===== config.mk =====
export PLATFORM = sky130hd
export DESIGN_NAME = euler_totient_count_core
export DESIGN_NICKNAME = d
export VERILOG_FILES = /design/src/sv/etot_pkg.sv /design/src/sv/euler_totient_count_core.sv /design/src/sv/etot_seq.sv
export SDC_FILE = /design/constraint.sdc
export NUM_CORES = 1
export LEC_CHECK = 0
export BUFFER_PORTS_ARGS = -buffer_cell sky130_fd_sc_hd__buf_2
export CORE_UTILIZATION = 50
export DETAILED_ROUTE_END_ITERATION = 16
export PLACE_DENSITY = 0.68
export SLEW_MARGIN = 5
export SYNTH_ARGS = -nofsm -noshare
export SYNTH_HDL_FRONTEND = slang
export SYNTH_SLANG_ARGS = --single-unit

===== constraint.sdc =====
create_clock -name clk -period 10 [get_ports clk]
set_input_delay 1.5 -clock clk [delete_from_list [all_inputs] [get_ports clk]]
set_output_delay 1.5 -clock clk [all_outputs]
set_load 0.01 [all_outputs]

===== src/sv/etot_pkg.sv =====
// Shared types, constants and microcode program for the totient counter.
// No dependencies.
package etot_pkg;

    localparam int VALUE_BITS = 16;
    localparam int STEP_BITS  = 4;

    typedef logic [VALUE_BITS-1:0] value_t;
    typedef logic [STEP_BITS-1:0]  step_t;

    typedef enum logic [2:0] {
        OP_NOP,
        OP_INIT_GCD,
        OP_SHIFT_A,
        OP_SHIFT_B,
        OP_SUB,
        OP_COUNT,
        OP_NEXT_I,
        OP_OUT
    } op_t;

    typedef enum logic [3:0] {
        C_ALWAYS,
        C_IN_VALID,
        C_I_GE_N,
        C_BOTH_EVEN,
        C_A_EVEN,
        C_B_EVEN,
        C_A_EQ_B,
        C_A_IS_ONE,
        C_OUT_BLOCKED
    } cond_t;

    // op runs every cycle unless guard is set, then only when the test hits;
    // jump to target on a hit, else fall through
    typedef struct packed {
        op_t   op;
        cond_t cond;
        logic  neg;
        logic  guard;
        step_t target;
    } ucode_t;

    typedef struct packed {
        logic in_valid;
        logic i_ge_n;
        logic both_even;
        logic a_even;
        logic b_even;
        logic a_eq_b;
        logic a_is_one;
        logic out_blocked;
    } flags_t;

    typedef struct packed {
        op_t  op;
        logic exec;
        logic idle;
    } ctrl_t;

    localparam step_t S_IDLE   = step_t'(0);
    localparam step_t S_TEST_I = step_t'(1);
    localparam step_t S_SHA    = step_t'(4);
    localparam step_t S_SHB    = step_t'(5);
    localparam step_t S_SUB    = step_t'(6);
    localparam step_t S_NEXT   = step_t'(8);
    localparam step_t S_WAIT   = step_t'(9);
    localparam step_t S_OUT    = step_t'(10);

    function automatic ucode_t ucode_rom(input step_t step);
        ucode_t w;
        w = '{op: OP_NOP, cond: C_ALWAYS, neg: 1'b0, guard: 1'b0, target: S_IDLE};
        case (step)
            S_IDLE:   w = '{OP_NOP,      C_IN_VALID,    1'b1, 1'b0, S_IDLE};
            S_TEST_I: w = '{OP_NOP,      C_I_GE_N,      1'b0, 1'b0, S_WAIT};
            4'd2:     w = '{OP_INIT_GCD, C_ALWAYS,      1'b1, 1'b0, S_IDLE};
            4'd3:     w = '{OP_NOP,      C_BOTH_EVEN,   1'b0, 1'b0, S_NEXT};
            S_SHA:    w = '{OP_SHIFT_A,  C_A_EVEN,      1'b0, 1'b1, S_SHA};
            S_SHB:    w = '{OP_SHIFT_B,  C_B_EVEN,      1'b0, 1'b1, S_SHB};
            S_SUB:    w = '{OP_SUB,      C_A_EQ_B,      1'b1, 1'b1, S_SHA};
            4'd7:     w = '{OP_COUNT,    C_A_IS_ONE,    1'b0, 1'b1, S_NEXT};
            S_NEXT:   w = '{OP_NEXT_I,   C_ALWAYS,      1'b0, 1'b0, S_TEST_I};
            S_WAIT:   w = '{OP_NOP,      C_OUT_BLOCKED, 1'b0, 1'b0, S_WAIT};
            S_OUT:    w = '{OP_OUT,      C_ALWAYS,      1'b0, 1'b0, S_IDLE};
            default:  w = '{OP_NOP,      C_ALWAYS,      1'b0, 1'b0, S_IDLE};
        endcase
        return w;
    endfunction

endpackage


===== src/sv/euler_totient_count_core.sv =====
// Channel  Valid      Stall      Payload
// input    in_valid   in_stall   n        (16 b unsigned)
// output   out_valid  out_stall  totient  (16 b unsigned)
//
// One beat in, one beat out. Each i in 2..n-1 runs a binary GCD against n
// on a single shift/subtract datapath; each GCD pass shifts a and b right
// while even, then subtracts the smaller from the larger. Input is taken
// only at the sequencer's idle step; a waiting result does not block the
// next input beat. Reset clears the step counter and out_valid.
// Depends on etot_pkg and etot_seq.
module euler_totient_count_core (
    input  logic             clk,
    input  logic             rst_n,
    input  logic             in_valid,
    output logic             in_stall,
    input  etot_pkg::value_t n,
    output logic             out_valid,
    input  logic             out_stall,
    output etot_pkg::value_t totient
);
    import etot_pkg::*;

    flags_t flags;
    ctrl_t  ctrl;

    value_t n_reg;
    value_t i_reg;
    value_t a_reg;
    value_t b_reg;
    value_t cnt_reg;
    value_t totient_reg;
    logic   out_valid_reg;
    logic   accept;
    logic   run;

    etot_seq u_seq (
        .clk   (clk),
        .rst_n (rst_n),
        .flags (flags),
        .ctrl  (ctrl)
    );

    assign accept    = ctrl.idle && in_valid;
    assign run       = ctrl.exec;
    assign in_stall  = !ctrl.idle;
    assign out_valid = out_valid_reg;
    assign totient   = totient_reg;

    always_comb
    begin
        flags.in_valid    = in_valid;
        flags.i_ge_n      = (i_reg >= n_reg);
        flags.both_even   = !a_reg[0] && !b_reg[0];
        flags.a_even      = !a_reg[0];
        flags.b_even      = !b_reg[0];
        flags.a_eq_b      = (a_reg == b_reg);
        flags.a_is_one    = (a_reg == value_t'(1));
        flags.out_blocked = out_valid_reg && out_stall;
    end

    // datapath
    always_ff @(posedge clk)
    begin
        if (accept)
        begin
            n_reg   <= n;
            i_reg   <= value_t'(2);
            cnt_reg <= value_t'(1);
        end
        else if (run)
        begin
            case (ctrl.op)
                OP_INIT_GCD:
                begin
                    a_reg <= n_reg;
                    b_reg <= i_reg;
                end
                OP_SHIFT_A: a_reg <= a_reg >> 1;
                OP_SHIFT_B: b_reg <= b_reg >> 1;
                OP_SUB:
                begin
                    if (a_reg > b_reg)
                        a_reg <= a_reg - b_reg;
                    else
                        b_reg <= b_reg - a_reg;
                end
                OP_COUNT:   cnt_reg <= cnt_reg + value_t'(1);
                OP_NEXT_I:  i_reg <= i_reg + value_t'(1);
                OP_OUT:     totient_reg <= cnt_reg;
                default:    ;
            endcase
        end
    end

    always_ff @(posedge clk or negedge rst_n)
    begin
        if (!rst_n)
        begin
            out_valid_reg <= 1'b0;
        end
        else if (run && ctrl.op == OP_OUT)
        begin
            out_valid_reg <= 1'b1;
        end
        else if (!out_stall)
        begin
            out_valid_reg <= 1'b0;
        end
    end

    a_sub_unequal: assert property (@(posedge clk) disable iff (!rst_n)
        (run && ctrl.op == OP_SUB) |-> (a_reg != b_reg))
        else $error("subtract step with equal operands");

    a_accept_leaves_idle: assert property (@(posedge clk) disable iff (!rst_n)
        accept |=> !ctrl.idle)
        else $error("sequencer stayed idle after accepting a beat");

    a_no_overwrite: assert property (@(posedge clk) disable iff (!rst_n)
        (run && ctrl.op == OP_OUT) |-> !(out_valid_reg && out_stall))
        else $error("result loaded over a held output beat");

endmodule


===== src/sv/etot_seq.sv =====
// Microcode sequencer: step counter, control ROM and jump logic.
// Depends on etot_pkg.
module etot_seq (
    input  logic            clk,
    input  logic            rst_n,
    input  etot_pkg::flags_t flags,
    output etot_pkg::ctrl_t  ctrl
);
    import etot_pkg::*;

    step_t  step_reg;
    step_t  step_next;
    ucode_t word;
    logic   test;
    logic   hit;

    always_comb
    begin
        word = ucode_rom(step_reg);
        case (word.cond)
            C_ALWAYS:      test = 1'b1;
            C_IN_VALID:    test = flags.in_valid;
            C_I_GE_N:      test = flags.i_ge_n;
            C_BOTH_EVEN:   test = flags.both_even;
            C_A_EVEN:      test = flags.a_even;
            C_B_EVEN:      test = flags.b_even;
            C_A_EQ_B:      test = flags.a_eq_b;
            C_A_IS_ONE:    test = flags.a_is_one;
            C_OUT_BLOCKED: test = flags.out_blocked;
            default:       test = 1'b0;
        endcase
        hit       = test ^ word.neg;
        step_next = hit ? word.target : step_reg + step_t'(1);
        ctrl.op   = word.op;
        ctrl.exec = word.guard ? hit : 1'b1;
        ctrl.idle = (step_reg == S_IDLE);
    end

    always_ff @(posedge clk or negedge rst_n)
    begin
        if (!rst_n)
        begin
            step_reg <= S_IDLE;
        end
        else
        begin
            step_reg <= step_next;
        end
    end

endmodule

==> results by group <==
Outcome
  – Outcome: completed

Route
  – Routed Antenna Nets: 0
  – WL/cell: 17.9 microns
  – Drt pass-1 iters: 5
  – Vias: approximately 5,000
  – DR vias/cell: 5.78
  – Detailed Route WL: 15,600 microns
  – Drt initial violations: 581
  – DRC viols: 0

CTS
  – Clock tree sinks: 101
  – Setup bufs post-CTS: 0
  – TritonCTS clock tree: built
  – Total CTS buffers: 9
  – CTS resizes: 0
  – CTS max path bufs: 2
  – Worst-path clk slew: 0.08 ns
  – Worst skew pair latency: approximately 0.36 ns
  – H-tree Lvls: 3
  – Root Driver: clkbuf_16
  – Hold Buf Count CTS: 0

Worst setup path
  – WP data arrival: 4.08 ns
  – Worst endpoint required time: between 10 and 15 ns
  – Critical path launch point type: register
  – CP Class: register to register
  – CP most frequent cell: nor2_1
  – Setup crit end kind: register
  – Worst-path fanout max: 26
  – Crit path buf inv count: 2
  – Delay of the slowest cell on the worst path: 1.06 ns
  – FF-to-FF setup slack: 5.96 ns
  – Top delay family on crit path: flip-flops
  – Critical Path, Cell by Cell: inv_1 > ha_1 > and2_1 > o2111a_1 > o2bb2ai_1 > a311oi_1 > and3_1 > nor2_1 > nor2_1 > a311oi_2 > buf_4
  – Critical-path top delay cell: dfrtp_1

Placement
  – DP Wirelength: 11,500 microns
  – Placed Area: between 6000 and 7000 sq um
  – Placer congestion estimate: 0.891
  – I/O Buffers: 37

Timing
  – Max Slew Vio Count: 0
  – Tmin final: 4.04 ns
  – Fin. Hold Viols: 0
  – Setup_tns: 0 ns
  – Setup Skew: 0.0113 ns
  – Worst Max-Slew Pin Slew: 1.08 ns
  – RSZ-0062 raised after global routing: no
  – Worst hold slack: approximately 0.46 ns
  – Max Freq: around 0.25 GHz
  – Period utilization: between 40% and 50%
  – Slew margin rel.: between 20% and 30%
  – Setup violators final: 0

Synthesis
  – Post-synth cell types: 67
  – Yosys warning count: 0
  – Mapped Cells: 669
  – Post-synth EDFFs: 64
  – Ys flop type: edfxtp_1
  – Synthesized flop and latch total: 101
  – Synthesized cell area: roughly 6400 sq um
  – Register area share after synthesis: 41.8%
  – Syn nets: roughly 750
  – Syn_area_per_cell: 9.62 sq um
  – Async SR Flop Fraction: 4.95%

Floorplanning
  – Initial Util: 51.2%
  – Ports: 38
  – Die area: 13,300 sq um
  – Row cnt: 41
  – Die height: 115 microns
  – Die Wd: around 120 microns
  – Placeable Area: 12,600 sq um

Global routing
  – Initial antenna violation count: 0
  – Vias in the first global route: 4,807
  – Global-route wire length before repair: 24,900 microns
  – Global route overflow: 0
  – GRT Total Usage: 24.8%
  – Largest net degree at the start of global routing: 44

Flow run
  – Max Cap Viol: 0

Pwr
  – Peak VDD IR: 0.000139 V
  – Leak Pwr: 3.04 nW
  – Total Power: 2.19 mW
  – Pwr dens: 310 nW/um^2

Final layout
  – Seq. cell area: 2690 sq um
  – # fillers: between 1,000 and 1,500
  – Layout Nets: 773
  – Final Cell Area: 7040 sq um
  – Layout Utilization: 56.0%
  – Antenna Cells: 0
  – P&R area growth vs syn: 9.45%
  – Most frequent cells in the layout: edfxtp_1, inv_1, nand2_1, ha_1, nor2_1
  – Most common cell after layout, fill and taps aside: edfxtp_1
  – Multi-input logic area: around 3400 sq um
  – Layout cells sized above 1: 10.4%

Hold path
  – Worst hold path class: register to register
cell families after synthesis:
kind of cell / share of synthesized area [%]
compound gates: 14.9
xor+xnor: 5.72
fa+ha+maj: 11.3
buf+inv: 5.81
flops: 41.8
mux: 3.93
simple gates: 16.6
synthesized netlist by cell type (all sizes together), types with 6 or more instances:
master / number / area (sq um)
edfxtp: 64 / 1920
a21oi: 30 / 150
buf: 17 / 108
nand2: 58 / 220
o31ai: 7 / 52.6
nor2: 52 / 205
ha: 55 / 688
o211ai: 7 / 52.6
nor3: 9 / 50.1
xnor2: 18 / 158
and2: 6 / 37.5
dfxtp: 32 / 641
a22oi: 12 / 90.1
nand3: 15 / 75.1
clkbuf: 11 / 41.3
o21ai: 40 / 200
inv: 60 / 225
a21o: 8 / 60.1
and3: 15 / 93.8
nand4: 9 / 56.3
a211oi: 6 / 45.0
xor2: 24 / 210
mux2i: 23 / 230
nand2b: 11 / 76.3
stage by stage:
step                cells  setup WS [ns]
finish                873           5.96
global route          873           5.61
CTS                   873           6.00
detailed placement    857           5.99
global placement      857           6.15
floorplan             669           5.61
layout make-up:
| cell class | instances | area share (%) |
|---|---|---|
| clock inverters | 7 | 0.959 |
| clock buffers | 9 | 3.20 |
| repair buffers | 44 | 3.38 |
| multi-input cells | 480 | 48.0 |
| flip-flops and latches | 101 | 38.2 |
| well taps | 172 | 3.06 |
| inverters | 60 | 3.20 |
per-layer routing:
metal	global-route usage [%]	wire, microns	vias up	share of wire (%)
met2	39.1	7160	145	46
met5	0	0	-	0
li1	-	-	2458	-
met4	9.44	368	0	2.4
met3	3.66	823	26	5.3
met1	34.6	7250	2413	46
final timing paths:
path                                             startpoint                             to  cells past startpoint
worst min-delay path               cnt_reg[15]$_SDFFE_PP0P_          totient[15]$_DFFE_PP_                      0
worst min register to register     cnt_reg[15]$_SDFFE_PP0P_          totient[15]$_DFFE_PP_                      0
worst max-delay path            u_seq.step_reg[1]$_DFF_PN0_             a_reg[1]$_DFFE_PP_                     11
max in group asynchronous                             rst_n  u_seq.step_reg[0]$_DFFE_PN0P_                      1
min in group asynchronous                             rst_n    u_seq.step_reg[3]$_DFF_PN0_                      1
worst max register to register  u_seq.step_reg[1]$_DFF_PN0_             a_reg[1]$_DFFE_PP_                     11
report_power, final:
| part | switching (mW) | internal (mW) | total (mW) |
|---|---|---|---|
| Combinational | 0.632 | 0.436 | 1.07 |
| Sequential | 0.173 | 0.598 | 0.771 |
| Clock | 0.172 | 0.175 | 0.347 |
| Total | 0.977 | 1.21 | 2.19 |
Note: power is estimated with default switching activity, not from simulation.
